File: config.mk
export PLATFORM = sky130hd
export DESIGN_NAME = tlcc_rsp_queue
export DESIGN_NICKNAME = d
export VERILOG_FILES = /design/src/hw/rtl/tlcc_pkg.sv /design/src/hw/rtl/tlcc_rsp_queue.sv
export VERILOG_INCLUDE_DIRS = /design/src /design/src/hw/rtl
export SDC_FILE = /design/constraint.sdc
export NUM_CORES = 1
export LEC_CHECK = 0
export ABC_AREA = 1
export BUFFER_PORTS_ARGS = -buffer_cell sky130_fd_sc_hd__buf_2
export CAP_MARGIN = 20
export CORE_AREA = 8 8 45 47
export CTS_BUF_LIST = sky130_fd_sc_hd__clkbuf_2 sky130_fd_sc_hd__clkbuf_4 sky130_fd_sc_hd__clkbuf_8
export DETAILED_ROUTE_END_ITERATION = 10
export DIE_AREA = 0 0 53 55
export GPL_ROUTABILITY_DRIVEN = 0
export GPL_TIMING_DRIVEN = 0
export PLACE_DENSITY = 0.58
export SYNTH_ARGS = -nofsm -noshare
export SYNTH_HDL_FRONTEND = slang
export SYNTH_SLANG_ARGS = --single-unit
File: constraint.sdc
create_clock -name clock -period 1.2 [get_ports clock]
set_input_delay 0.06 -clock clock [delete_from_list [all_inputs] [get_ports clock]]
set_output_delay 0.06 -clock clock [all_outputs]
set_load 0.01 [all_outputs]
File: src/hw/rtl/two_level_collation_compare_top_defines.svh
// ---------------------------------------------------------------------------
// two_level_collation_compare_top_defines
// assertion macros shared by the collation compare rtl
// ---------------------------------------------------------------------------
`ifndef TWO_LEVEL_COLLATION_COMPARE_TOP_DEFINES_SVH
`define TWO_LEVEL_COLLATION_COMPARE_TOP_DEFINES_SVH

`ifndef SYNTHESIS

// property must hold at every rising clock edge outside reset
`define TLCC_ASSERT(lbl, clk, rst, prop) \
   lbl: assert property (@(posedge clk) disable iff (rst) (prop)) \
      else $error("tlcc assertion failed");

// condition must never be seen outside reset
`define TLCC_NEVER(lbl, clk, rst, cond) \
   `TLCC_ASSERT(lbl, clk, rst, !(cond))

`else

`define TLCC_ASSERT(lbl, clk, rst, prop)
`define TLCC_NEVER(lbl, clk, rst, cond)

`endif

`endif

File: src/hw/rtl/tlcc_pkg.sv
`timescale 1ns / 1ps
// ---------------------------------------------------------------------------
// tlcc_pkg
// types, order codes and weight tables for the two-level collation compare
// ---------------------------------------------------------------------------
package tlcc_pkg;

   // order codes
   typedef enum logic [1:0] {
      ORD_EQUAL       = 2'd0,
      ORD_LEFT_FIRST  = 2'd1,
      ORD_RIGHT_FIRST = 2'd2
   } order_type;

   localparam int unsigned WEIGHT_W = 6;

   typedef logic [WEIGHT_W-1:0] weight_type;

   // primary and secondary weight of one byte
   typedef struct packed {
      weight_type pri;
      weight_type sec;
   } weight_pair_type;

   // per-position flags that travel with a character pair
   typedef struct packed {
      logic left_present;
      logic right_present;
      logic final_pair;
   } pair_flags_type;

   // ascii upper case folds to lower case, markers and latin-2 listed
   function automatic weight_pair_type weights_of(input logic [7:0] code);
      logic [7:0]      lc;
      weight_pair_type w;
      lc = code;
      if (code >= 8'h41 && code <= 8'h5A) begin
         lc = code + 8'h20;
      end
      case (lc)
         8'h23, 8'h40, 8'h26: w = '{6'd10, 6'd14};
         8'h30: w = '{6'd32, 6'd43};
         8'h31: w = '{6'd33, 6'd44};
         8'h32: w = '{6'd34, 6'd45};
         8'h33: w = '{6'd35, 6'd46};
         8'h34: w = '{6'd36, 6'd47};
         8'h35: w = '{6'd37, 6'd48};
         8'h36: w = '{6'd38, 6'd49};
         8'h37: w = '{6'd39, 6'd50};
         8'h38: w = '{6'd40, 6'd51};
         8'h39: w = '{6'd41, 6'd52};
         8'h61: w = '{6'd1, 6'd1};
         8'h62: w = '{6'd2, 6'd3};
         8'h63: w = '{6'd3, 6'd4};
         8'h64: w = '{6'd5, 6'd6};
         8'h65: w = '{6'd6, 6'd8};
         8'h66: w = '{6'd7, 6'd11};
         8'h67: w = '{6'd8, 6'd12};
         8'h68: w = '{6'd9, 6'd13};
         8'h69: w = '{6'd11, 6'd15};
         8'h6A: w = '{6'd12, 6'd17};
         8'h6B: w = '{6'd13, 6'd18};
         8'h6C: w = '{6'd14, 6'd19};
         8'h6D: w = '{6'd15, 6'd20};
         8'h6E: w = '{6'd16, 6'd21};
         8'h6F: w = '{6'd17, 6'd23};
         8'h70: w = '{6'd18, 6'd25};
         8'h71: w = '{6'd19, 6'd26};
         8'h72: w = '{6'd20, 6'd27};
         8'h73: w = '{6'd22, 6'd29};
         8'h74: w = '{6'd24, 6'd31};
         8'h75: w = '{6'd25, 6'd33};
         8'h76: w = '{6'd26, 6'd36};
         8'h77: w = '{6'd27, 6'd37};
         8'h78: w = '{6'd28, 6'd38};
         8'h79: w = '{6'd29, 6'd39};
         8'h7A: w = '{6'd30, 6'd41};
         8'hE1, 8'hC1: w = '{6'd1, 6'd2};
         8'hE8, 8'hC8: w = '{6'd4, 6'd5};
         8'hEF, 8'hCF: w = '{6'd5, 6'd7};
         8'hE9, 8'hC9: w = '{6'd6, 6'd9};
         8'hEC, 8'hCC: w = '{6'd6, 6'd10};
         8'hED, 8'hCD: w = '{6'd11, 6'd16};
         8'hF2, 8'hD2: w = '{6'd16, 6'd22};
         8'hF3, 8'hD3: w = '{6'd17, 6'd24};
         8'hF8, 8'hD8: w = '{6'd21, 6'd28};
         8'hB9, 8'hA9: w = '{6'd23, 6'd30};
         8'hBB, 8'hAB: w = '{6'd24, 6'd32};
         8'hFA, 8'hDA: w = '{6'd25, 6'd34};
         8'hF9, 8'hD9: w = '{6'd25, 6'd35};
         8'hFD, 8'hDD: w = '{6'd29, 6'd40};
         8'hBE, 8'hAE: w = '{6'd31, 6'd42};
         default: w = '{6'd0, 6'd0};
      endcase
      return w;
   endfunction

   // three-way compare of two weights
   function automatic order_type weigh(input weight_type wl, input weight_type wr);
      order_type o;
      if (wl < wr) begin
         o = ORD_LEFT_FIRST;
      end else if (wl > wr) begin
         o = ORD_RIGHT_FIRST;
      end else begin
         o = ORD_EQUAL;
      end
      return o;
   endfunction

endpackage

File: src/hw/rtl/tlcc_rsp_queue.sv
`timescale 1ns / 1ps
// ---------------------------------------------------------------------------
// tlcc_rsp_queue
// two-entry result queue that decouples the verdict stage from rsp ready
// ---------------------------------------------------------------------------
`include "two_level_collation_compare_top_defines.svh"

module tlcc_rsp_queue (
   input  logic                clock,
   input  logic                reset,
   input  logic                wr_en,
   input  tlcc_pkg::order_type wr_order,
   output logic                full,
   output logic                rsp_tvalid,
   input  logic                rsp_tready,
   output tlcc_pkg::order_type rsp_order
);
   import tlcc_pkg::*;

   order_type  entry_ff [2];
   logic       wr_ptr_ff;
   logic       rd_ptr_ff;
   logic [1:0] cnt_ff, cnt_in;
   logic       rd_en;

   assign rd_en      = rsp_tvalid && rsp_tready;
   assign rsp_tvalid = (cnt_ff != 2'd0);
   assign full       = (cnt_ff == 2'd2);
   assign rsp_order  = entry_ff[rd_ptr_ff];

   // occupancy
   always_comb begin
      cnt_in = cnt_ff;
      if (wr_en && !rd_en) begin
         cnt_in = cnt_ff + 2'd1;
      end else if (rd_en && !wr_en) begin
         cnt_in = cnt_ff - 2'd1;
      end
   end

   // pointers and count
   always_ff @(posedge clock) begin
      if (reset) begin
         wr_ptr_ff <= 1'b0;
         rd_ptr_ff <= 1'b0;
         cnt_ff    <= 2'd0;
      end else begin
         cnt_ff <= cnt_in;
         if (wr_en) begin
            wr_ptr_ff <= ~wr_ptr_ff;
         end
         if (rd_en) begin
            rd_ptr_ff <= ~rd_ptr_ff;
         end
      end
   end

   // entry storage
   always_ff @(posedge clock) begin
      if (wr_en) begin
         entry_ff[wr_ptr_ff] <= wr_order;
      end
   end

   `TLCC_NEVER(a_no_overflow, clock, reset, wr_en && full)
   `TLCC_NEVER(a_count_range, clock, reset, cnt_ff == 2'd3)
   `TLCC_ASSERT(a_count_tracks, clock, reset, (wr_en && !rd_en) |=> (cnt_ff == $past(cnt_ff) + 2'd1))

endmodule

==> results.ini <==
[final_layout]
instances_no_fill = 75
ff_latch_area_um2 = 223
mostFrequentLayoutCell = buf_2
nFillCells = 149
mostFrequentLayoutCells = 9 x buf_2, 6 x nand2_1, 6 x nor2_1
nNetsFinal = 67
stdcell_area_um2 = 542
n_antenna_cell = 0
drive_above_1_share = 0.441
multi_input_area_um2 = 146
syn_to_final_growth_pct = 44.8

[setup_path]
endpoint_kind = primary output
cp_max_fo = 2
r2r_start = cnt_ff[0]
worst-setup-path-type = flip-flop to primary output
r2r_end = cnt_ff[1]
r2r_slack_ns = 0.09
reg2reg_depth = 8
cp.arrival_ns = 1.07
required_ns = 1.14
start_kind = flip-flop

[place]
dp_hpwl_um = 586
port_buffers = 9
dp_cells = 66
dpl_cell_area_um2 = 443

[sta]
period_share = 0.938
clock.fmax_mhz = 888
slew_viol_final = 0
tightest_slew_ns = 0.205
rsz0062_at_grt = yes
fin_worst_skew_ns = 0.00466
hold_viol = 0
period_needed_ns = 1.13
relSlewSlack = 0.863
tns_ns = 0
holdWs_ns = 0.118
finalSetupViolCount = 0

[grt]
track_usage = 0.0533
grt_max_degree = 6
grt_pass1_wl_mm = 1.15
overflow = 0
antenna_found_initial = 0
first_global_vias = 296

[drt]
routedWlPerCell_um = 10.0
firstDrtPassIters = 3
ant_nets = 0
routed_wl_um = 752
route.detailed.drc = 0
vias_per_cell = 4.12
drt_iter0_drc = 6
routed-via-count = 309

[pwr]
powerDensity_nw_per_um2 = 1580
power.share.switching = 0.278
clockPowerShare = 0.288
leakage_nw = 0.258
intPower_w = 0.000619
max-vdd-ir-drop_mv = 0.618
p_comb_frac = 0.271
p_seq_frac = 0.441
p_switching_w = 0.000238

[synth]
ys_seq_area_frac = 0.589
avgSynthCellArea_um2 = 9.12
syn_inst = 41
synth_seq_cells = 9
synth_nets = 48
yosys_warnings = 0
ys_types = 13
netlist_area_um2 = 374

[worst_hold_path]
holdCritPathClass = input port to flip-flop
hold_path_end = wr_ptr_ff
hp-start = wr_en
hold_path_depth = 3

[clock_tree]
cts_buffers = 3
clock-sinks = 9
clockBufferDepth = 2
cts-root-buf = clkbuf_4
htree_num_levels = 1
cts_tree = yes
clkLatencyLatePin_ns = 0.25
path_clk_slew_ns = 0.06

[die]
initial_utilization = 0.270
die-height_um = 55
coreArea_um2 = 1380
die_x_um = 53
pin_count = 10
design.die.area_um2 = 2920
rows = 14

[outcome]
status = completed

[flow_run]
drv_cap = 0

==> synth_stat cells <==
cell type / n / area share
ha_1: 1 / 0.033
inv_2: 1 / 0.010
a21oi_1: 2 / 0.027
inv_1: 7 / 0.070
mux2_2: 2 / 0.060
edfxtp_1: 4 / 0.32
nand2_1: 8 / 0.080
nor3_1: 1 / 0.013
dfxtp_1: 5 / 0.27
nand4_1: 1 / 0.017
nor2_1: 6 / 0.060
o21ai_0: 1 / 0.013
nand3_1: 2 / 0.027
==> routing by layer <==
metal  part of all wire  global-route usage  wire length, µm  vias to the layer above
li1                   -                   -                -                      166
met1               0.48              0.0647              359                      135
met2               0.45              0.0801              336                        8
met3              0.074              0.0214               56                        0
met4                  0              0.0259                0                        0
met5                  0                   0                0                        -
==> how the worst max path moves through the flow <==
stage	start	endpoint	slack (ns)	depth (start not counted)
final	flip-flop	rsp_order[0]	0.07	2
after global routing	cnt_ff[1]	cnt_ff[1]	0.004	9
after CTS	cnt_ff[1]	cnt_ff[1]	0.005	9
after detailed placement	cnt_ff[1]	cnt_ff[1]	-0.04	9
after global placement	cnt_ff[1]	cnt_ff[1]	-0.01	9
after floorplan	cnt_ff[1]	cnt_ff[1]	0.03	9
==> area by class of cell <==
| cell class | count | area share |
|---|---|---|
| clock buffers | 4 | 0.0554 |
| inverters | 8 | 0.0600 |
| multi-input cells | 24 | 0.270 |
| flip-flops and latches | 9 | 0.411 |
| well taps | 16 | 0.0370 |
| repair buffers | 14 | 0.166 |
==> timing repair <==
action                                  CTS  global route
setup buffers                             2             0
pin swaps                                 1             3
hold endpoints to repair                  5             0
hold buffers                              3             0
endpoints found under the setup margin    1             2
gates resized for setup                   1             7
==> worst max-delay path: stages (launching register included) <==
cell and delay (ns):
dfxtp_1 0.35, mux2_2 0.33, buf_2 0.14
==> logic make-up after synthesis <==
logic type | after synthesis | share of synthesized area
AOI/OAI and AO/OA | 3 | 0.0401
adders and majority gates | 1 | 0.0334
buffers and inverters | 8 | 0.0803
DFF | 9 | 0.589
muxes | 2 | 0.0602
and+or+nand+nor | 18 | 0.197
==> through the flow <==
step / total power (W) / util / setup WS, ns
3_5_place_dp: 0.000553 / 0.320 / -0.0370
5_1_grt: 0.000913 / 0.392 / 0.00424
4_1_cts: 0.000842 / 0.374 / 0.00549
2_1_floorplan: 0.000496 / - / 0.0331
6_report: 0.000857 / 0.392 / 0.0745
3_3_place_gp: 0.000548 / 0.320 / -0.0139
==> power groups by stage <==
stage / combinational [W] / clock [W] / sequential (W)
CTS: 0.000207 / 0.000260 / 0.000375
floorplan: 0.000116 / 0 / 0.000380
finish: 0.000233 / 0.000247 / 0.000378
detailed placement: 0.000167 / 0 / 0.000385
global placement: 0.000164 / 0 / 0.000384
global route: 0.000259 / 0.000270 / 0.000384
Note: power is estimated with default switching activity, not from simulation.
