### config.mk
export PLATFORM = sky130hd
export DESIGN_NAME = tlcc_verdict
export DESIGN_NICKNAME = d
export VERILOG_FILES = /design/src/hw/rtl/tlcc_pkg.sv /design/src/hw/rtl/tlcc_verdict.sv
export VERILOG_INCLUDE_DIRS = /design/src /design/src/hw/rtl
export SDC_FILE = /design/constraint.sdc
export NUM_CORES = 1
export LEC_CHECK = 0
export BUFFER_PORTS_ARGS = -buffer_cell sky130_fd_sc_hd__clkbuf_2
export CAP_MARGIN = 25
export CORE_UTILIZATION = 45
export DETAILED_ROUTE_END_ITERATION = 12
export PLACE_DENSITY = 0.79
export SLEW_MARGIN = 10
export SYNTH_ARGS = -nofsm -noshare
export SYNTH_HDL_FRONTEND = slang
export SYNTH_SLANG_ARGS = --single-unit
export TNS_END_PERCENT = 1
### constraint.sdc
create_clock -name clock -period 2.7 [get_ports clock]
set_input_delay 0.27 -clock clock [delete_from_list [all_inputs] [get_ports clock]]
set_output_delay 0.27 -clock clock [all_outputs]
set_load 0.03 [all_outputs]
### src/hw/rtl/two_level_collation_compare_top_defines.svh
// ---------------------------------------------------------------------------
// two_level_collation_compare_top_defines
// assertion macros shared by the collation compare rtl
// ---------------------------------------------------------------------------
`ifndef TWO_LEVEL_COLLATION_COMPARE_TOP_DEFINES_SVH
`define TWO_LEVEL_COLLATION_COMPARE_TOP_DEFINES_SVH

`ifndef SYNTHESIS

// property must hold at every rising clock edge outside reset
`define TLCC_ASSERT(lbl, clk, rst, prop) \
   lbl: assert property (@(posedge clk) disable iff (rst) (prop)) \
      else $error("tlcc assertion failed");

// condition must never be seen outside reset
`define TLCC_NEVER(lbl, clk, rst, cond) \
   `TLCC_ASSERT(lbl, clk, rst, !(cond))

`else

`define TLCC_ASSERT(lbl, clk, rst, prop)
`define TLCC_NEVER(lbl, clk, rst, cond)

`endif

`endif

### src/hw/rtl/tlcc_pkg.sv
`timescale 1ns / 1ps
// ---------------------------------------------------------------------------
// tlcc_pkg
// types, order codes and weight tables for the two-level collation compare
// ---------------------------------------------------------------------------
package tlcc_pkg;

   // order codes
   typedef enum logic [1:0] {
      ORD_EQUAL       = 2'd0,
      ORD_LEFT_FIRST  = 2'd1,
      ORD_RIGHT_FIRST = 2'd2
   } order_type;

   localparam int unsigned WEIGHT_W = 6;

   typedef logic [WEIGHT_W-1:0] weight_type;

   // primary and secondary weight of one byte
   typedef struct packed {
      weight_type pri;
      weight_type sec;
   } weight_pair_type;

   // per-position flags that travel with a character pair
   typedef struct packed {
      logic left_present;
      logic right_present;
      logic final_pair;
   } pair_flags_type;

   // ascii upper case folds to lower case, markers and latin-2 listed
   function automatic weight_pair_type weights_of(input logic [7:0] code);
      logic [7:0]      lc;
      weight_pair_type w;
      lc = code;
      if (code >= 8'h41 && code <= 8'h5A) begin
         lc = code + 8'h20;
      end
      case (lc)
         8'h23, 8'h40, 8'h26: w = '{6'd10, 6'd14};
         8'h30: w = '{6'd32, 6'd43};
         8'h31: w = '{6'd33, 6'd44};
         8'h32: w = '{6'd34, 6'd45};
         8'h33: w = '{6'd35, 6'd46};
         8'h34: w = '{6'd36, 6'd47};
         8'h35: w = '{6'd37, 6'd48};
         8'h36: w = '{6'd38, 6'd49};
         8'h37: w = '{6'd39, 6'd50};
         8'h38: w = '{6'd40, 6'd51};
         8'h39: w = '{6'd41, 6'd52};
         8'h61: w = '{6'd1, 6'd1};
         8'h62: w = '{6'd2, 6'd3};
         8'h63: w = '{6'd3, 6'd4};
         8'h64: w = '{6'd5, 6'd6};
         8'h65: w = '{6'd6, 6'd8};
         8'h66: w = '{6'd7, 6'd11};
         8'h67: w = '{6'd8, 6'd12};
         8'h68: w = '{6'd9, 6'd13};
         8'h69: w = '{6'd11, 6'd15};
         8'h6A: w = '{6'd12, 6'd17};
         8'h6B: w = '{6'd13, 6'd18};
         8'h6C: w = '{6'd14, 6'd19};
         8'h6D: w = '{6'd15, 6'd20};
         8'h6E: w = '{6'd16, 6'd21};
         8'h6F: w = '{6'd17, 6'd23};
         8'h70: w = '{6'd18, 6'd25};
         8'h71: w = '{6'd19, 6'd26};
         8'h72: w = '{6'd20, 6'd27};
         8'h73: w = '{6'd22, 6'd29};
         8'h74: w = '{6'd24, 6'd31};
         8'h75: w = '{6'd25, 6'd33};
         8'h76: w = '{6'd26, 6'd36};
         8'h77: w = '{6'd27, 6'd37};
         8'h78: w = '{6'd28, 6'd38};
         8'h79: w = '{6'd29, 6'd39};
         8'h7A: w = '{6'd30, 6'd41};
         8'hE1, 8'hC1: w = '{6'd1, 6'd2};
         8'hE8, 8'hC8: w = '{6'd4, 6'd5};
         8'hEF, 8'hCF: w = '{6'd5, 6'd7};
         8'hE9, 8'hC9: w = '{6'd6, 6'd9};
         8'hEC, 8'hCC: w = '{6'd6, 6'd10};
         8'hED, 8'hCD: w = '{6'd11, 6'd16};
         8'hF2, 8'hD2: w = '{6'd16, 6'd22};
         8'hF3, 8'hD3: w = '{6'd17, 6'd24};
         8'hF8, 8'hD8: w = '{6'd21, 6'd28};
         8'hB9, 8'hA9: w = '{6'd23, 6'd30};
         8'hBB, 8'hAB: w = '{6'd24, 6'd32};
         8'hFA, 8'hDA: w = '{6'd25, 6'd34};
         8'hF9, 8'hD9: w = '{6'd25, 6'd35};
         8'hFD, 8'hDD: w = '{6'd29, 6'd40};
         8'hBE, 8'hAE: w = '{6'd31, 6'd42};
         default: w = '{6'd0, 6'd0};
      endcase
      return w;
   endfunction

   // three-way compare of two weights
   function automatic order_type weigh(input weight_type wl, input weight_type wr);
      order_type o;
      if (wl < wr) begin
         o = ORD_LEFT_FIRST;
      end else if (wl > wr) begin
         o = ORD_RIGHT_FIRST;
      end else begin
         o = ORD_EQUAL;
      end
      return o;
   endfunction

endpackage

### src/hw/rtl/tlcc_verdict.sv
`timescale 1ns / 1ps
// ---------------------------------------------------------------------------
// tlcc_verdict
// read-modify-write of the verdict state and final order decision
// ---------------------------------------------------------------------------
`include "two_level_collation_compare_top_defines.svh"

module tlcc_verdict (
   input  logic                      clock,
   input  logic                      reset,
   input  logic                      s1_fire,
   input  tlcc_pkg::weight_pair_type left_weight,
   input  tlcc_pkg::weight_pair_type right_weight,
   input  tlcc_pkg::pair_flags_type  s1_flags,
   output logic                      order_valid,
   output tlcc_pkg::order_type       order
);
   import tlcc_pkg::*;

   order_type pri_ff, pri_in;
   order_type sec_ff, sec_in;
   order_type len_ff, len_in;
   logic      both_present;

   assign both_present = s1_flags.left_present && s1_flags.right_present;

   // next verdict state
   always_comb begin
      pri_in = pri_ff;
      sec_in = sec_ff;
      len_in = len_ff;
      if (len_ff == ORD_EQUAL) begin
         if (both_present) begin
            if (pri_ff == ORD_EQUAL) begin
               pri_in = weigh(left_weight.pri, right_weight.pri);
            end
            if (sec_ff == ORD_EQUAL) begin
               sec_in = weigh(left_weight.sec, right_weight.sec);
            end
         end else if (s1_flags.left_present) begin
            len_in = ORD_RIGHT_FIRST;
         end else if (s1_flags.right_present) begin
            len_in = ORD_LEFT_FIRST;
         end
      end
   end

   // final order: primary, then length, then secondary
   always_comb begin
      order_valid = s1_fire && s1_flags.final_pair;
      if (pri_in != ORD_EQUAL) begin
         order = pri_in;
      end else if (len_in != ORD_EQUAL) begin
         order = len_in;
      end else begin
         order = sec_in;
      end
   end

   // state update, cleared after a final pair
   always_ff @(posedge clock) begin
      if (reset) begin
         pri_ff <= ORD_EQUAL;
         sec_ff <= ORD_EQUAL;
         len_ff <= ORD_EQUAL;
      end else if (s1_fire) begin
         if (s1_flags.final_pair) begin
            pri_ff <= ORD_EQUAL;
            sec_ff <= ORD_EQUAL;
            len_ff <= ORD_EQUAL;
         end else begin
            pri_ff <= pri_in;
            sec_ff <= sec_in;
            len_ff <= len_in;
         end
      end
   end

   `TLCC_ASSERT(a_clear_after_final, clock, reset, (s1_fire && s1_flags.final_pair) |=> (pri_ff == ORD_EQUAL && sec_ff == ORD_EQUAL && len_ff == ORD_EQUAL))
   `TLCC_ASSERT(a_primary_sticky, clock, reset, (s1_fire && !s1_flags.final_pair && pri_ff != ORD_EQUAL) |=> $stable(pri_ff))
   `TLCC_ASSERT(a_length_freezes, clock, reset, (s1_fire && !s1_flags.final_pair && len_ff != ORD_EQUAL) |=> ($stable(pri_ff) && $stable(sec_ff) && $stable(len_ff)))

endmodule

==> impl_metrics.yaml <==
status:
  status: "completed"
clocking:
  cts_setup_buffers: 0
  hold_buffers: 0
  numCtsBuffers: 3
  root_buffer: "clkbuf_4"
  h-tree-depth: 1
  cts_tree: "done"
  cts_buffer_depth: 2
  clk_pin_slew_ns: 0.05
  ctsResizeCount: 0
  clkLatencyLatePin_ns: 0.25
  cts_num_sinks: 6
global_route:
  grt_max_degree: 8
  track_usage_pct: 21.2
  overflow: 0
  grt_pass1_wl_um: 2240
  grt_pass1_vias: 584
  grt_antenna_before_repair: 0
power_and_ir_drop:
  combPwrFrac_pct: 38.3
  intPower_mw: 0.195
  powerDensity_mw_per_mm2: 340
  p_sw_mw: 0.0948
  ir_drop_uv: 210
  seqPwrFrac_pct: 32.3
  power_leakage_nw: 0.472
  clkPwrFrac_pct: 29.4
  p_sw_share_pct: 32.7
floorplan:
  design.die.area_mm2: 0.00161
  die_w_um: 40.1
  die_h_um: 40.1
  num_rows: 13
  io_pins: 33
  initial_core_util_pct: 49.6
  core_area_mm2: 0.00132
detailed_routing:
  routed_via_density: 5.37
  initialDrtViolationCount: 8
  finalWirelength_um: 1400
  first_pass_iters: 5
  dr_wl_met2_um: 703
  drc: 0
  maxUsedRoutingLayer: "met4"
  routed-wl-met3_um: 92
  wl_per_cell_um: 11.0
  wl_met1_um: 576
  dr_total_vias: 682
  drtAntennaViolNets: 0
critical_path:
  cp.required_ns: 2.43
  start_kind: "flop"
  timing.rr.end: "pri_ff[0]"
  crit_start: "len_ff[1]"
  reg2reg_depth: 4
  end_kind: "output pin"
  endpoint: "order[1]"
  setup.worst_path.class: "flop to output pin"
  path_max_fanout: 4
  timing.rr.start: "len_ff[1]"
  arrival_ns: 1.96
  rrSetupSlack_ns: 1.16
synth:
  synth_compound_area_share_pct: 19.7
  synth_seq_cells: 6
  avgSynthCellArea_um2: 8.37
  ys_warn_count: 0
  syn_area_um2: 653
  syn_nets: 120
  synth_simple_gate_area_share_pct: 30.8
  synthAdderAreaFrac_pct: 23.0
  synth-seq-area-share_pct: 18.4
  ys_types: 30
  synth_top_family_by_area: "simple AND/OR/NAND/NOR gates"
  synthMuxAreaShare_pct: 0
  synth_xor_area_share_pct: 0
  syn_inst: 78
finish:
  layout-area-overhead-vs-synth_pct: 30.3
  utilization_pct: 64.6
  mostFrequentLayoutCells: "clkbuf_2 (32), inv_1 (13), ha_1 (12)"
  final_common_cell: "clkbuf_2"
  drive_gt1_share_pct: 34.8
  n_antenna_cell: 0
  finalNetCount: 156
  multi_input_area_um2: 480
  regArea_um2: 120
  fillers: 126
timing:
  skew_ns: 0.00104
  finalSetupViolations: 0
  drv_slew: 0
  period_share_pct: 82.6
  rsz0062_at_grt: "false"
  timing.slew.headroom_pct: 73.8
  worstMarginPinSlew_ns: 0.393
  fmax_mhz: 449
  setup-tns-final_ns: 0
  hold_viol: 0
  fin_crit_ns: 2.23
placement:
  gp_congestion: 0.714
  dp_hpwl_um: 1220
  io_buffers: 32
worst_hold_path:
  hold_class: "input port to flop"
run:
  cap_viol_max_count: 0
[flip-flops by register name, indices dropped and copies added (netlist names)]
register	flops
len_ff	2
pri_ff	2
sec_ff	2
[kinds of logic (layout without fill, tap and decap cells)]
group                    after synthesis  in the layout
adder cells (fa/ha/maj)               12             12
buffers and inverters                 14             48
AND/OR/NAND/NOR                       31             31
AO/OA/AOI/OAI                         15             15
flip-flops                             6              6
[final cells by class]
type	instances	share of cell area, %
Inverter	13	5.74
Tap cell	15	2.21
Timing Repair Buffer	32	18.8
Clock buffer	3	2.65
Sequential cell	6	14.1
Multi-Input combinational cell	58	56.5
[power by group through the flow]
stage               clock, mW  sequential, mW  combinational [mW]
floorplan                   0          0.0944              0.0716
global placement            0          0.0948               0.107
detailed placement          0          0.0950               0.112
CTS                    0.0901          0.0933               0.112
global route           0.0955          0.0934               0.124
finish                 0.0852          0.0934               0.111
[cells in the mapped netlist]
cell type / count / share of area (%)
nor3_1: 4 / 3.1
a21o_1: 1 / 1.1
dfxtp_1: 6 / 18
a21oi_1: 2 / 1.5
ha_1: 12 / 23
o31ai_1: 1 / 1.1
a311oi_1: 2 / 2.7
nor3b_1: 3 / 3.4
a41o_1: 1 / 1.5
nor2b_1: 3 / 2.9
or2_0: 1 / 0.96
and4_1: 2 / 2.7
clkbuf_1: 1 / 0.57
o21a_1: 1 / 1.1
a21boi_0: 1 / 1.1
or2b_1: 1 / 1.1
o21bai_1: 1 / 1.1
o21ai_1: 1 / 0.77
a211oi_1: 1 / 1.1
or2_4: 1 / 1.3
and2_1: 1 / 0.96
o21ai_0: 1 / 0.77
nor2_1: 10 / 5.7
o221ai_1: 1 / 1.3
nand4bb_4: 1 / 4.2
nand2b_1: 1 / 0.96
inv_1: 13 / 7.5
nor3b_2: 1 / 1.9
o41ai_4: 1 / 4.2
nand3_1: 2 / 1.5
[metrics by stage]
stage          power (mW)  hold WS [ns]  area, um2  cells  setup WS, ns
3_3_place_gp        0.202         0.478        828    124         0.617
5_1_grt             0.313         0.366        851    127         0.389
2_1_floorplan       0.166         0.432        653     78         0.636
4_1_cts             0.296         0.352        851    127         0.468
3_5_place_dp        0.207         0.482        828    124         0.572
6_report            0.290         0.366        851    127         0.470
[layer usage]
metal	up-vias	global-route usage (%)
met5	-	0
li1	352	-
met4	0	13.8
met3	6	3.33
met2	31	40.3
met1	293	20.8
[how the worst min path moves through the flow]
| stage | start | end | depth (start not counted) |
|---|---|---|---|
| 6_report | s1_fire | len_ff[0] | 3 |
| 5_1_grt | s1_fire | sec_ff[1] | 3 |
| 4_1_cts | s1_fire | len_ff[0] | 3 |
| 3_5_place_dp | sec_ff[1] | sec_ff[1] | 2 |
| 3_3_place_gp | sec_ff[1] | sec_ff[1] | 2 |
| 2_1_floorplan | s1_fire | len_ff[0] | 2 |
[critical path, cell delays in order (launching register included)]
cell and delay [ns]:
dfxtp_1 0.34, nand4bb_4 0.26, or2_4 0.26, o41ai_4 0.40, or2b_1 0.15, o221ai_1 0.11
clkbuf_2 0.20
No activity file was read; power rests on OpenSTA's default activity.
